## config.mk

```make
export PLATFORM = sky130hd
export DESIGN_NAME = bts_fifo
export DESIGN_NICKNAME = d
export VERILOG_FILES = /design/src/rtl/bts_fifo.sv
export SDC_FILE = /design/constraint.sdc
export NUM_CORES = 1
export LEC_CHECK = 0
export ABC_CLOCK_PERIOD_IN_PS = 2100
export BUFFER_PORTS_ARGS = -buffer_cell sky130_fd_sc_hd__buf_2
export CORE_AREA = 5 5 52 99
export DETAILED_ROUTE_END_ITERATION = 10
export DIE_AREA = 0 0 57 104
export SETUP_SLACK_MARGIN = 0.15
export SLEW_MARGIN = 20
export SYNTH_ARGS = -nofsm -noshare
export SYNTH_HDL_FRONTEND = slang
export SYNTH_SLANG_ARGS = --single-unit
```

## constraint.sdc

```tcl
create_clock -name clock -period 2.1 [get_ports clock]
set_clock_uncertainty 0.1 [all_clocks]
set_input_delay 0.21 -clock clock [delete_from_list [all_inputs] [get_ports clock]]
set_output_delay 0.21 -clock clock [all_outputs]
set_load 0.005 [all_outputs]
```

## src/rtl/bts_fifo.sv

```systemverilog
// ----------------------------------------------------------------------------
// bts_fifo
// small first-word-fall-through queue with free-slot count
// ----------------------------------------------------------------------------
module bts_fifo #(
   parameter int WIDTH = 8,
   parameter int DEPTH = 4
) (
   input  logic                       clock,
   input  logic                       reset,
   input  logic                       push,
   input  logic [WIDTH-1:0]           push_data,
   input  logic                       pop,
   output logic [WIDTH-1:0]           pop_data,
   output logic                       empty,
   output logic [$clog2(DEPTH+1)-1:0] free
);
   localparam int AW = $clog2(DEPTH);
   localparam int CW = $clog2(DEPTH + 1);

   logic [WIDTH-1:0] slot_ff [DEPTH];
   logic [AW-1:0] wr_ff, wr_in, rd_ff, rd_in;
   logic [CW-1:0] count_ff, count_in;

   always_comb begin
      wr_in = wr_ff;
      rd_in = rd_ff;
      if (push) begin
         wr_in = (wr_ff == AW'(DEPTH - 1)) ? '0 : wr_ff + AW'(1);
      end
      if (pop) begin
         rd_in = (rd_ff == AW'(DEPTH - 1)) ? '0 : rd_ff + AW'(1);
      end
      count_in = count_ff + CW'(push) - CW'(pop);
   end

   always_ff @(posedge clock) begin
      if (reset) begin
         wr_ff    <= '0;
         rd_ff    <= '0;
         count_ff <= '0;
      end else begin
         wr_ff    <= wr_in;
         rd_ff    <= rd_in;
         count_ff <= count_in;
      end
      if (push) begin
         slot_ff[wr_ff] <= push_data;
      end
   end

   assign pop_data = slot_ff[rd_ff];
   assign empty    = (count_ff == '0);
   assign free     = CW'(DEPTH) - count_ff;
endmodule

```

Yosys cells after proc, flatten, opt, wreduce, memory -nomap -nowiden --
Memory sizes are Yosys's and may differ from the RTL's. A register that Yosys moved wholly into a read port is not among the register bits. Cells that the tools add are included.
Operators by class: reduce and logical (&&, ||, !) cells 1, eq/ne operators 2, $add $sub $neg 5, multiplexer cells 6
Operators with widths (number):
- 2-bit 2-to-1 mux | 4
- 2-bit by 1-bit adder with 2-bit output (second input constant) | 2
- 2-bit equality test (second input constant) | 2
- 3-bit by 1-bit adder with 3-bit output | 1
- 3-bit zero test | 1
- 3-bit by 1-bit subtractor with 3-bit output | 1
- 3-bit subtractor (first input constant) | 1
- 1-bit 2-to-1 mux | 2
Storage, ports and cells: word-level logic and storage cells 18, bits in writable memories 32, output and inout port bits 12, register bits 7, input port bits 12, memories 1
Memory list:
- slot_ff | words 4, bits a word 8, read ports 1, clocked after memory_dff 1, wr ports 1, RTL line 21 | logic [WIDTH-1:0] slot_ff [DEPTH];

Longest topological paths before layout --
depth after elaboration 4, depth in mapped cells 8, gate-level depth less buffers 8

Worst setup path before layout --
OpenSTA, ideal clock, no wires.
kind reg-to-reg, start reg count_ff[0], end reg count_ff[2], slack 0.485 ns, data required time 1.890 ns, cell stages (with the launch flop) 9, arrival 1.404 ns, period minus slack after synthesis 1.615 ns, setup time 0.110 ns, cell sequence dfxtp_1 inv_1 ha_1 inv_1 ha_1 inv_1 fa_1 xnor3_1 nor2_1
Between the ends: longest elaborated chain between the ends 2
Ends and longest elaborated chain:
- from (decl) | RTL line 23 | logic [CW-1:0] count_ff, count_in;
- from (signal assigned) | RTL line 45 | count_ff <= count_in;
- 3-bit by 1-bit adder with 3-bit output | RTL line 34 | count_in = count_ff + CW'(push) - CW'(pop);
- 3-bit by 1-bit subtractor with 3-bit output | RTL line 34
No other way between the ends. A chain may end at the register's enable or synchronous reset.

==> run summary <==
Global routing
- **number of global-route vias before repair** 914
- **global-route wire length before repair** 4370 um
- **Remaining Overflow, GRT** 0
- **total track usage** 9.94%
- **initial antenna violation count** 0
- **largest net degree at the start of global routing** 13

Cells and area
- **final non-filler cell total** 171
- **share of post-route cells with drive strength above 1** 31.6%
- **layout overhead on the synthesized area** 15.1%
- **antenna diode instance count** 0
- **Post-layout nets** 138

Drt
- **DR iter-0 viols** 10
- **remaining antenna violation count** 0
- **drt wl/cell** 14.8 um
- **First-pass DRT Iterations** 4
- **DRC violations left** 0
- **total via count after detailed routing** 793
- **wirelength, routed** 2530 um
- **Vias/cell** 4.64

Setup path
- **kind of end point of the critical path** output pin
- **worst setup slack for register-to-register paths** 0.38 ns
- **maximum cell stage delay along the critical path** 0.52 ns
- **sequence of cells on the critical path** buf_4 > mux4_2 > buf_2
- **critical register-to-register path startpoint** count_ff[0]
- **required arrival time at the worst endpoint** 1.79 ns
- **kind of critical path** reg2out
- **maximum fanout count along the critical path** 8
- **crit start category** flip-flop
- **library cell contributing the largest single delay on the critical path** sky130_fd_sc_hd__mux4_2
- **Worst Path Arrival** 1.45 ns

STA
- **fin crit period** 1.76 ns
- **share of the clock period used by the worst path after layout** 83.9%
- **post-route setup TNS** 0 ns
- **setup repair after global routing missed its margin** no
- **slew at the pin closest to its max-slew limit** 0.443 ns
- **final count of hold timing violations** 0
- **max-slew violation count** 0
- **worst rel slew slack** 70.5%
- **top achievable clock speed** 0.568 GHz
- **final setup violation count** 0

Yosys
- **Syn Nets** 110
- **Synth area leader** sky130_fd_sc_hd__edfxtp_1
- **gate count after technology mapping** 88
- **count of synthesis-stage warnings from yosys** 0
- **flops & latches, synth** 41
- **most used flip-flop cell after synthesis** sky130_fd_sc_hd__edfxtp_1
- **ranking of synthesized cells by instance count** sky130_fd_sc_hd__edfxtp_1, sky130_fd_sc_hd__dfxtp_1, sky130_fd_sc_hd__ha_1
- **share of the yosys chip area belonging to registers** 69.7%
- **main area contributors after synthesis** sky130_fd_sc_hd__edfxtp_1, sky130_fd_sc_hd__dfxtp_1, sky130_fd_sc_hd__mux4_2, sky130_fd_sc_hd__ha_1, sky130_fd_sc_hd__inv_1
- **number of distinct library cells after synthesis** 17
- **most common cell in the netlist** sky130_fd_sc_hd__edfxtp_1
- **share of the synthesized area in the top cell type** 58.7%
- **Post-Syn Area per Cell** 18.6 um2
- **cell area after synthesis** 0.00164 mm2
- **number of enable flip-flop cells after synthesis** 32
- **Async S/R FF share, synth** 0%

Clock tree
- **number of cells upsized or downsized after cts** 0
- **TritonCTS clock tree** yes
- **later-pin clock latency in the skew report** 0.28 ns
- **clock transition time at the flip-flop clock pins of the worst setup and hold paths** 0.07 ns
- **largest buffer count on any clock path** 2
- **H-tree Lvls** 2
- **total clock sinks** 41
- **cell at the root of the clock tree** sky130_fd_sc_hd__clkbuf_8
- **Post-CTS Hold Fix Bufs** 0
- **Post CTS Setup Buffer Count** 0
- **cts bufs inserted** 5

Place
- **Port Buf Inserts** 23
- **routability congestion estimate** 0.666
- **Final HPWL DP** 1920 um
- **placed instance count** 163

Die
- **starting density of the core** 37.7%
- **count of boundary I/O pins** 24
- **die area** 0.00593 mm2
- **Die Span X** 57 um
- **Std-Cell Core Area** 0.00434 mm2
- **FP Rows** 34
- **height of the die** 104 um

Run status
- **outcome** finished, final reports clean

Worst hold path
- **Worst Hold Launch** push_data[5]
- **worst min-delay path class** in2reg

Run
- **number of maximum-capacitance violations** 0

Pwr
- **Lkg Pwr** 0.000711 uW
- **peak supply drop** 583 uV
- **total power density per cell area** 893 mW/mm2
- **Final Power** 1680 uW

[state kept, by name, indices dropped and copies added, names as in the netlist, named ones only]
| signal | cells |
|---|---|
| count_ff | 3 |
| rd_ff | 2 |
| slot_ff | 32 |
| wr_ff | 2 |
[per-layer routing]
layer	vias up	track usage [%]	wire length, um
met3	8	3.35	150
li1	381	-	-
met5	-	0	0
met4	0	5.47	69
met1	381	9.11	831
met2	23	18.2	1480
[stage by stage]
step / setup slack [ns] / hold slack, ns / utilization, % / area [um2]
finish: 0.339 / 0.0330 / 43.4 / 1880
global route: 0.235 / 0.0254 / 43.4 / 1880
CTS: 0.308 / 0.0280 / 43.4 / 1880
detailed placement: 0.389 / 0.326 / 41.6 / 1800
global placement: 0.454 / 0.320 / 41.6 / 1800
floorplan: 0.485 / 0.177 / - / 1640
[worst max-delay path: cells and delay by family (launching register included)]
family | cells | cell delay (ns)
flip-flops | 1 | 0.31
multiplexers | 1 | 0.52
buffers and inverters | 2 | 0.34
[report_power, final]
group / leakage (uW) / internal, uW / total, uW / switching, uW
Clock: 0.0000399 / 231 / 465 / 234
Sequential: 0.000368 / 928 / 958 / 30.0
Combinational: 0.000303 / 147 / 258 / 111
Total: 0.000711 / 1310 / 1680 / 375
[placed cells by master, fill, tap and decap left out, drive strengths merged]
cell,Yosys,routed
edfxtp,32,32
xnor3,1,1
clkinv,0,1
nor2,4,4
dfxtp,9,9
ha,9,9
and2,4,4
buf,2,24
mux4,8,8
mux2i,2,2
clkbuf,1,7
or3b,2,2
inv,8,8
nand2b,2,2
fa,1,1
nor2b,1,1
a21oi,2,2
[layout make-up]
class,count,area (um2)
multi-input cells,36,442
well taps,54,67.6
clock inverters,1,3.75
repair buffers,24,123
inverters,8,30.0
clock buffers,7,76.3
fillers,402,2460
flip-flops and latches,41,1140
[cell families after synthesis]
family	count (synthesis)	synth area share (%)
compound gates	2	0.612
xor+xnor	1	1.38
fa+ha+maj	10	8.10
buf+inv	11	3.29
flops	41	69.7
mux	10	12.2
simple gates	13	4.66
[final timing paths]
check                  endpoint  depth (start not counted)
setup / recovery    pop_data[5]                          3
hold / removal    slot_ff[3][5]                          1
setup reg to reg    count_ff[2]                          8
hold reg to reg        rd_ff[0]                          2
Power figures use the tool's default switching activity.
