File: src/rtl/bts_pkg.sv
// ----------------------------------------------------------------------------
// bts_pkg
// shared types and constants of the bilinear texture sampler
// ----------------------------------------------------------------------------
package bts_pkg;

   localparam int MAX_DIM   = 256;
   localparam int IDX_W     = $clog2(MAX_DIM);
   localparam int FRAC_BITS = 8;
   localparam int CBITS     = 24;
   localparam int BANK_AW   = 2 * (IDX_W - 1);
   localparam int BANK_DEPTH = (MAX_DIM / 2) * (MAX_DIM / 2);

   localparam logic [1:0] MODE_NONE  = 2'd0;
   localparam logic [1:0] MODE_TILE  = 2'd1;
   localparam logic [1:0] MODE_CLAMP = 2'd2;

   localparam logic CMD_LOAD   = 1'b0;
   localparam logic CMD_SAMPLE = 1'b1;

   localparam logic [2:0] REG_U_MODE        = 3'd0;
   localparam logic [2:0] REG_V_MODE        = 3'd1;
   localparam logic [2:0] REG_TEX_WIDTH     = 3'd2;
   localparam logic [2:0] REG_TEX_HEIGHT    = 3'd3;
   localparam logic [2:0] REG_U_SCALE       = 3'd4;
   localparam logic [2:0] REG_V_SCALE       = 3'd5;
   localparam logic [2:0] REG_OUTSIDE_COLOR = 3'd6;
   localparam logic [2:0] REG_HAS_ALPHA     = 3'd7;

   typedef struct packed {
      logic [1:0]  u_mode;
      logic [1:0]  v_mode;
      logic [7:0]  u_dim_m3;
      logic [7:0]  v_dim_m3;
      logic [15:0] u_scale;
      logic [15:0] v_scale;
      logic [23:0] outside_color;
      logic        has_alpha;
   } cfg_type;

   // one classified item between front and back
   typedef struct packed {
      logic                 is_load;
      logic                 outside;
      logic [IDX_W-1:0]     col;
      logic [IDX_W-1:0]     row;
      logic [FRAC_BITS-1:0] frac_u;
      logic [FRAC_BITS-1:0] frac_v;
      logic [31:0]          rgba;
   } item_type;

   typedef struct packed {
      logic       outside;
      logic       opaque;
      logic [7:0] alpha_out;
      logic [7:0] blue;
      logic [7:0] green;
      logic [7:0] red;
   } rsp_type;

endpackage

File: src/rtl/bts_front.sv
// ----------------------------------------------------------------------------
// bts_front
// accepts items, scales and addresses coordinates, splits index and fraction
// ----------------------------------------------------------------------------
module bts_front #(
   parameter int QDEPTH = 8
) (
   input  logic                        clock,
   input  logic                        reset,
   input  bts_pkg::cfg_type            cfg,
   input  logic                        in_valid,
   output logic                        in_ready,
   input  logic                        in_cmd,
   input  logic [7:0]                  in_x,
   input  logic [7:0]                  in_y,
   input  logic [31:0]                 in_rgba,
   input  logic [23:0]                 in_u,
   input  logic [23:0]                 in_v,
   input  logic [$clog2(QDEPTH+1)-1:0] q_free,
   output logic                        q_push,
   output bts_pkg::item_type           q_data
);
   import bts_pkg::*;

   localparam int CW = $clog2(QDEPTH + 1);
   localparam logic signed [40:0] ONE_S = 41'sd1 <<< CBITS;

   function automatic logic [25:0] addr_axis(input logic signed [40:0] s,
                                            input logic [1:0] mode);
      logic neg, over, ok;
      logic [24:0] t;
      neg  = s[40];
      over = s > ONE_S;
      ok   = 1'b1;
      case (mode)
         MODE_NONE: begin
            ok = !neg && !over;
            t  = s[24:0];
         end
         MODE_TILE: t = {1'b0, s[CBITS-1:0]};
         default: begin
            if (neg) t = '0;
            else if (over) t = ONE_S[24:0];
            else t = s[24:0];
         end
      endcase
      return {ok, t};
   endfunction

   logic accept;
   logic s1_valid_ff, s1_valid_in, s1_cmd_ff;
   logic [7:0] s1_x_ff, s1_y_ff;
   logic [31:0] s1_rgba_ff;
   logic signed [40:0] s1_su_ff, s1_su_in, s1_sv_ff, s1_sv_in;
   logic s2_valid_ff;
   item_type s2_item_ff, s2_item_in;
   logic [25:0] au, av;
   logic [32:0] pu, pv;

   assign in_ready = q_free > (CW'(s1_valid_ff) + CW'(s2_valid_ff));
   assign accept   = in_valid && in_ready;
   assign s1_valid_in = accept;
   assign s1_su_in = $signed(in_u) * $signed({1'b0, cfg.u_scale});
   assign s1_sv_in = $signed(in_v) * $signed({1'b0, cfg.v_scale});

   always_comb begin
      au = addr_axis(s1_su_ff, cfg.u_mode);
      av = addr_axis(s1_sv_ff, cfg.v_mode);
      pu = 33'(au[24:0]) * 33'(cfg.u_dim_m3);
      pv = 33'(av[24:0]) * 33'(cfg.v_dim_m3);
      s2_item_in.is_load = (s1_cmd_ff == CMD_LOAD);
      s2_item_in.rgba    = s1_rgba_ff;
      if (s1_cmd_ff == CMD_LOAD) begin
         s2_item_in.outside = 1'b0;
         s2_item_in.col     = s1_x_ff;
         s2_item_in.row     = s1_y_ff;
         s2_item_in.frac_u  = '0;
         s2_item_in.frac_v  = '0;
      end else begin
         s2_item_in.outside = !au[25] || !av[25];
         s2_item_in.col     = pu[CBITS+IDX_W-1:CBITS];
         s2_item_in.row     = pv[CBITS+IDX_W-1:CBITS];
         s2_item_in.frac_u  = pu[CBITS-1 -: FRAC_BITS];
         s2_item_in.frac_v  = pv[CBITS-1 -: FRAC_BITS];
      end
   end

   always_ff @(posedge clock) begin
      if (reset) begin
         s1_valid_ff <= 1'b0;
         s2_valid_ff <= 1'b0;
      end else begin
         s1_valid_ff <= s1_valid_in;
         s2_valid_ff <= s1_valid_ff;
      end
      s1_cmd_ff  <= in_cmd;
      s1_x_ff    <= in_x;
      s1_y_ff    <= in_y;
      s1_rgba_ff <= in_rgba;
      s1_su_ff   <= s1_su_in;
      s1_sv_ff   <= s1_sv_in;
      s2_item_ff <= s2_item_in;
   end

   assign q_push = s2_valid_ff;
   assign q_data = s2_item_ff;
endmodule

File: config.mk
export PLATFORM = sky130hd
export DESIGN_NAME = bts_front
export DESIGN_NICKNAME = d
export VERILOG_FILES = /design/src/rtl/bts_pkg.sv /design/src/rtl/bts_front.sv
export SDC_FILE = /design/constraint.sdc
export NUM_CORES = 2
export LEC_CHECK = 0
export ABC_AREA = 1
export BUFFER_PORTS_ARGS = -buffer_cell sky130_fd_sc_hd__buf_2
export CORE_MARGIN = 5
export CORE_UTILIZATION = 60
export DETAILED_ROUTE_END_ITERATION = 10
export PLACE_DENSITY_LB_ADDON = 0.1
export SYNTH_ARGS = -nofsm -noshare
export SYNTH_HDL_FRONTEND = slang
export SYNTH_SLANG_ARGS = --single-unit
File: constraint.sdc
create_clock -name clock -period 10.11 [get_ports clock]
set_input_delay 1.011 -clock clock [delete_from_list [all_inputs] [get_ports clock]]
set_output_delay 1.011 -clock clock [all_outputs]
set_load 0.1 [all_outputs]
# After elaboration in Yosys (flattened, before gate mapping)
# Cells that the tools add are included.
# word_totals
regBits	199
in_bits	181
word_cells	47
output_inout_bits	68
# classes
addsub	1
mul	4
magnitude_cmp	3
n_mux	9
n_bitwise	1
n_reduce_logical	12
n_eq_ne	2
# ops
cell	count
$mux 25	4
$pmux 25 s2	2
$gt 41x26->1 const B	2
$mul 24x17->41	2
$mul 25x8->32	2
$mux 32	1
$logic_not 1->1	6
$eq 2x1->1 const B	2
$gt 4x2->1	1
$logic_not 2->1	2
$logic_and 1x1->1	3
$add 1x1->2	1
$mux 1	2
$logic_or 1x1->1	1
$not 1->1	1

# Depth between registers and ports, before layout
# depth
depth_word	6
mapped_depth	35
mapped_depth_nobuf	33

# Worst setup path after synthesis
# Ideal clock, no wire load.
# synth_path
path_kind	input -> register
start	in in_v[13]
end	reg s1_sv_ff[40]
setup_ns	0.121
cell_stages	29
slack_ns	3.540
t_arrival_ns	6.449
cell_sequence	clkbuf_1 > clkbuf_1 > nand2_1 > fa_1 > inv_1 > fa_1 > inv_1 > fa_1 > inv_1 > fa_1 > inv_1 > fa_1 > inv_1 > fa_1 > ha_1 > a21oi_1 > o21a_1 > nand2_1 > nand2_1 > nand2_1 > a21oi_1 > o21ai_2 > nand2_1 > nand2_1 > nand3_1 > nand2_1 > nand3_1 > nand2_1 > xor2_1
# synth_between
elab_chain_len	1
# synth_lines
item	line_no	source
start, declared	bts_front.sv:18	input logic [23:0] in_v,
$mul 24x17->41	bts_front.sv:64	assign s1_sv_in = $signed(in_v) * $signed({1'b0, cfg.v_scale});
net s1_sv_in[40]	bts_front.sv:54	logic signed [40:0] s1_su_ff, s1_su_in, s1_sv_ff, s1_sv_in;
end signal, assigned	bts_front.sv:101	s1_sv_ff <= s1_sv_in;
end, declared	bts_front.sv:54	
# The timed path passes the listed nets, and every way through them passes these cells.
# A chain may end at the register's enable or synchronous reset.

# Final worst setup path
# layout_path
start	in cfg[27] in the netlist's numbering
end	reg s1_sv_ff[39]
# layout_between
elab_chain_len	1
# layout_lines
item	line_no	source
start, declared	bts_front.sv:10	input bts_pkg::cfg_type cfg,
$mul 24x17->41	bts_front.sv:64	
net s1_sv_in[39]	bts_front.sv:54	
# The timed path passes the listed nets, and every way through them passes these cells.

==> flow_summary.ini <==
[sta]
fin_crit_ps = 6809
timing.slew.headroom = 0.4258
timing.final.max_slew_violations = 0
fin_worst_skew_ps = 17.14
post-route-period-util = 0.6735
max_clock_freq_ghz = 0.1469
worstMarginPinSlew_ps = 860.4
report.final.setup_viol = 0
rsz0062_at_grt = no
final.setup.tns_ps = 0
finalHoldViolCount = 0

[logic_synthesis]
synthesis.area_um2 = 45360
synthesis.area_per_instance_um2 = 7.980
postSynthRegisterBits = 199
yosys_warnings = 0
synthXorXnorAreaFrac = 0.01854
synth_seq_area_share = 0.08783
ys_types = 49
synth_top_family_by_area = adder cells
yosys-mux-area-fraction = 0
synth_simple_gate_area_frac = 0.1615
synthCells = 5684
post_synth_adder_cell_area = 0.5359
synthesized_nets = 7192
compound_gate_portion_of_the_synthesized_area = 0.04507

[floorplanning]
initial_core_util = 0.6072
pin_count = 249
core-area_um2 = 74700
fp.dieH_um = 284.9
placement_rows = 100
fp.dieW_um = 284.9
die_area_um2 = 81190

[drt]
routed-via-count = 35250
postRouteWirelength_um = 114200
post_route_ant_nets = 0
drtIter0Drc = 2370
routed_wire_length_per_instance_um = 17.02
number_of_vias_per_cell_after_detailed_routing = 5.251
firstDrtPassIters = 6
remaining_drc_errors = 0

[placed_design]
buffer_ports.inserted = 223
place.detailed.hpwl_um = 92320
routabilityCongestion = 0.9393

[min_path]
hold_end = q_data[11]
worst_hold_path_type = reg -> reg
whs_path_depth = 0
min_from = s1_rgba_ff[11]

[setup_path]
worst-endpoint-arrival_ps = 7200
setup.worst_path.end_class = register
r2r_slack_ps = 3460
timing.reg2reg.worst_path_depth = 31
timing_worst_setup_path_type = in -> reg
rr_startpoint = s1_su_ff[4]
cp_data_required_time_ps = 10500
cp-start-kind = primary input
crit_path_max_fanout = 24
reg2reg_to = q_data[56]
critical_path.startpoint = cfg[27]

[layout]
layout_commonest_cell = sky130_fd_sc_hd__inv_1
layout-drive-gt1-share = 0.05140
layout.nets = 7234
fillerInstances = 6691
commonest_cells_after_routing_fill_and_taps_aside = sky130_fd_sc_hd__inv_1 (1613), sky130_fd_sc_hd__nand2_1 (1259), sky130_fd_sc_hd__fa_1 (1026)
syn2layout_area_growth_pct = 4.927
fin_util = 0.6371

[clock_network]
cts_num_sinks = 199
cts_made_buffers = 17
cts_post_setup_buffers_inserted = 0
cts_hold_buffers = 0
ctsLongestPathBuffers = 2
cts_max_level = 4
cts_resized = 0
clock_insertion_delay_worst_skew_ps = 500
worst_setup_hold_path_clk_slew_ps = 80
root_buffer = sky130_fd_sc_hd__clkbuf_16
cts_tree = yes

[global_routing]
grt_pass1_wl_um = 190900
overflow = 0
pin_count_of_the_biggest_net_entering_global_routing = 34
grt_antenna_before_repair = 8
number_of_global_route_vias_before_repair = 37480
grt_use_total = 0.2922

[flow_run]
cap_violations = 0

[run_status]
outcome = finished clean
sequential cells by signal, summed over array words and instances, names as in the netlist:
signal / count
s1_su_ff: 41
s1_valid_ff: 1
q_push: 1
s1_x_ff: 8
s1_sv_ff: 41
s1_cmd_ff: 1
q_data: 66
s1_y_ff: 8
s1_rgba_ff: 32
metrics by stage:
stage | std cells | setup slack (ps) | hold WS (ps) | cell area [um^2]
global route | 6708 | 2854 | 332.9 | 47580
floorplan | 5684 | 3540 | 309.6 | 45360
finish | 6712 | 3301 | 325.0 | 47590
CTS | 6708 | 3370 | 325.2 | 47580
global placement | 6676 | 2886 | 309.6 | 46920
detailed placement | 6676 | 2842 | 312.1 | 46920
critical path, cell delays in order:
cell	delay, ps
sky130_fd_sc_hd__buf_2	530
sky130_fd_sc_hd__nand2_1	190
sky130_fd_sc_hd__fa_1	570
sky130_fd_sc_hd__inv_1	60
sky130_fd_sc_hd__fa_1	520
sky130_fd_sc_hd__inv_1	50
sky130_fd_sc_hd__fa_1	490
sky130_fd_sc_hd__inv_1	50
sky130_fd_sc_hd__fa_1	530
sky130_fd_sc_hd__inv_1	50
sky130_fd_sc_hd__fa_1	480
sky130_fd_sc_hd__inv_1	60
sky130_fd_sc_hd__fa_1	470
sky130_fd_sc_hd__ha_1	350
sky130_fd_sc_hd__a21oi_1	230
sky130_fd_sc_hd__o21ai_0	130
sky130_fd_sc_hd__a21oi_1	140
sky130_fd_sc_hd__o21ai_1	70
sky130_fd_sc_hd__a21oi_1	410
sky130_fd_sc_hd__o21ai_1	190
sky130_fd_sc_hd__nand2_1	90
sky130_fd_sc_hd__nand2_1	70
sky130_fd_sc_hd__nand2_1	70
sky130_fd_sc_hd__nand2_1	70
sky130_fd_sc_hd__nand3_1	80
sky130_fd_sc_hd__nand2_1	60
sky130_fd_sc_hd__xor2_1	130
cells by family (layout without fill, tap and decap cells):
| kind of cell | after synthesis | in the layout |
|---|---|---|
| DFF | 199 | 199 |
| other | 0 | 4 |
| buffers and inverters | 1822 | 1877 |
| and+or+nand+nor | 1886 | 1886 |
| adders and majority gates | 1327 | 1327 |
| AOI/OAI and AO/OA | 354 | 354 |
| xor gates and xnor gates | 96 | 96 |
worst max path at each step:
stage | slack [ps] | endpoint | depth (start not counted)
after floorplan | 3540 | s1_sv_ff[40] | 29
final | 3300 | s1_sv_ff[39] | 27
after CTS | 3370 | s1_sv_ff[39] | 27
after detailed placement | 2840 | s1_sv_ff[39] | 28
after global routing | 2850 | q_data[56] | 31
after global placement | 2890 | s1_sv_ff[39] | 28
metal layers:
metal / vias up / track usage / routed length (um)
met5: - / 0 / 52
met4: 8 / 0.08025 / 3157
met3: 220 / 0.05607 / 8705
met2: 1291 / 0.4880 / 54970
met1: 17480 / 0.3957 / 47370
li1: 16250 / - / -
final cells by class:
type,instances,area (um^2),share of cell area
Multi-Input combinational cell,3663,34520,0.7253
Timing Repair Buffer,224,1124,0.02361
Inverter,1621,6085,0.1278
Clock inverter,14,230.2,0.004837
Antenna cell,4,10.01,0.0002103
Clock buffer,18,429.2,0.009018
Sequential cell,199,3984,0.08371
Tap cell,969,1212,0.02548
synth_stat cells (all sizes together):
library cell  count  area share
o221ai            6      0.0012
a311oi            1     0.00019
or2               3     0.00041
ha              301       0.083
inv            1616        0.13
o311ai            1     0.00019
xor2             52       0.010
nand2          1265        0.11
a221oi            3     0.00058
xnor2            44      0.0085
o31ai             2     0.00055
clkinv            5     0.00041
clkbuf          195       0.016
a31oi            19      0.0026
nand3b            5     0.00083
a21o              6     0.00099
buf               6     0.00086
nor3             29      0.0034
o21ai           100       0.012
a31o              1     0.00019
o21a             20      0.0033
nand4             9      0.0012
a211oi            5     0.00083
and3              4     0.00055
nor4              7     0.00097
dfxtp           199       0.088
a21oi           177       0.020
a21boi            4     0.00074
nor2            498       0.041
fa             1026        0.45
o21bai            9      0.0017
nand3            66      0.0075
Power is left out: the tool's default activity adds up to more than one toggle a clock period on the data nets, which glitch-free logic cannot reach.
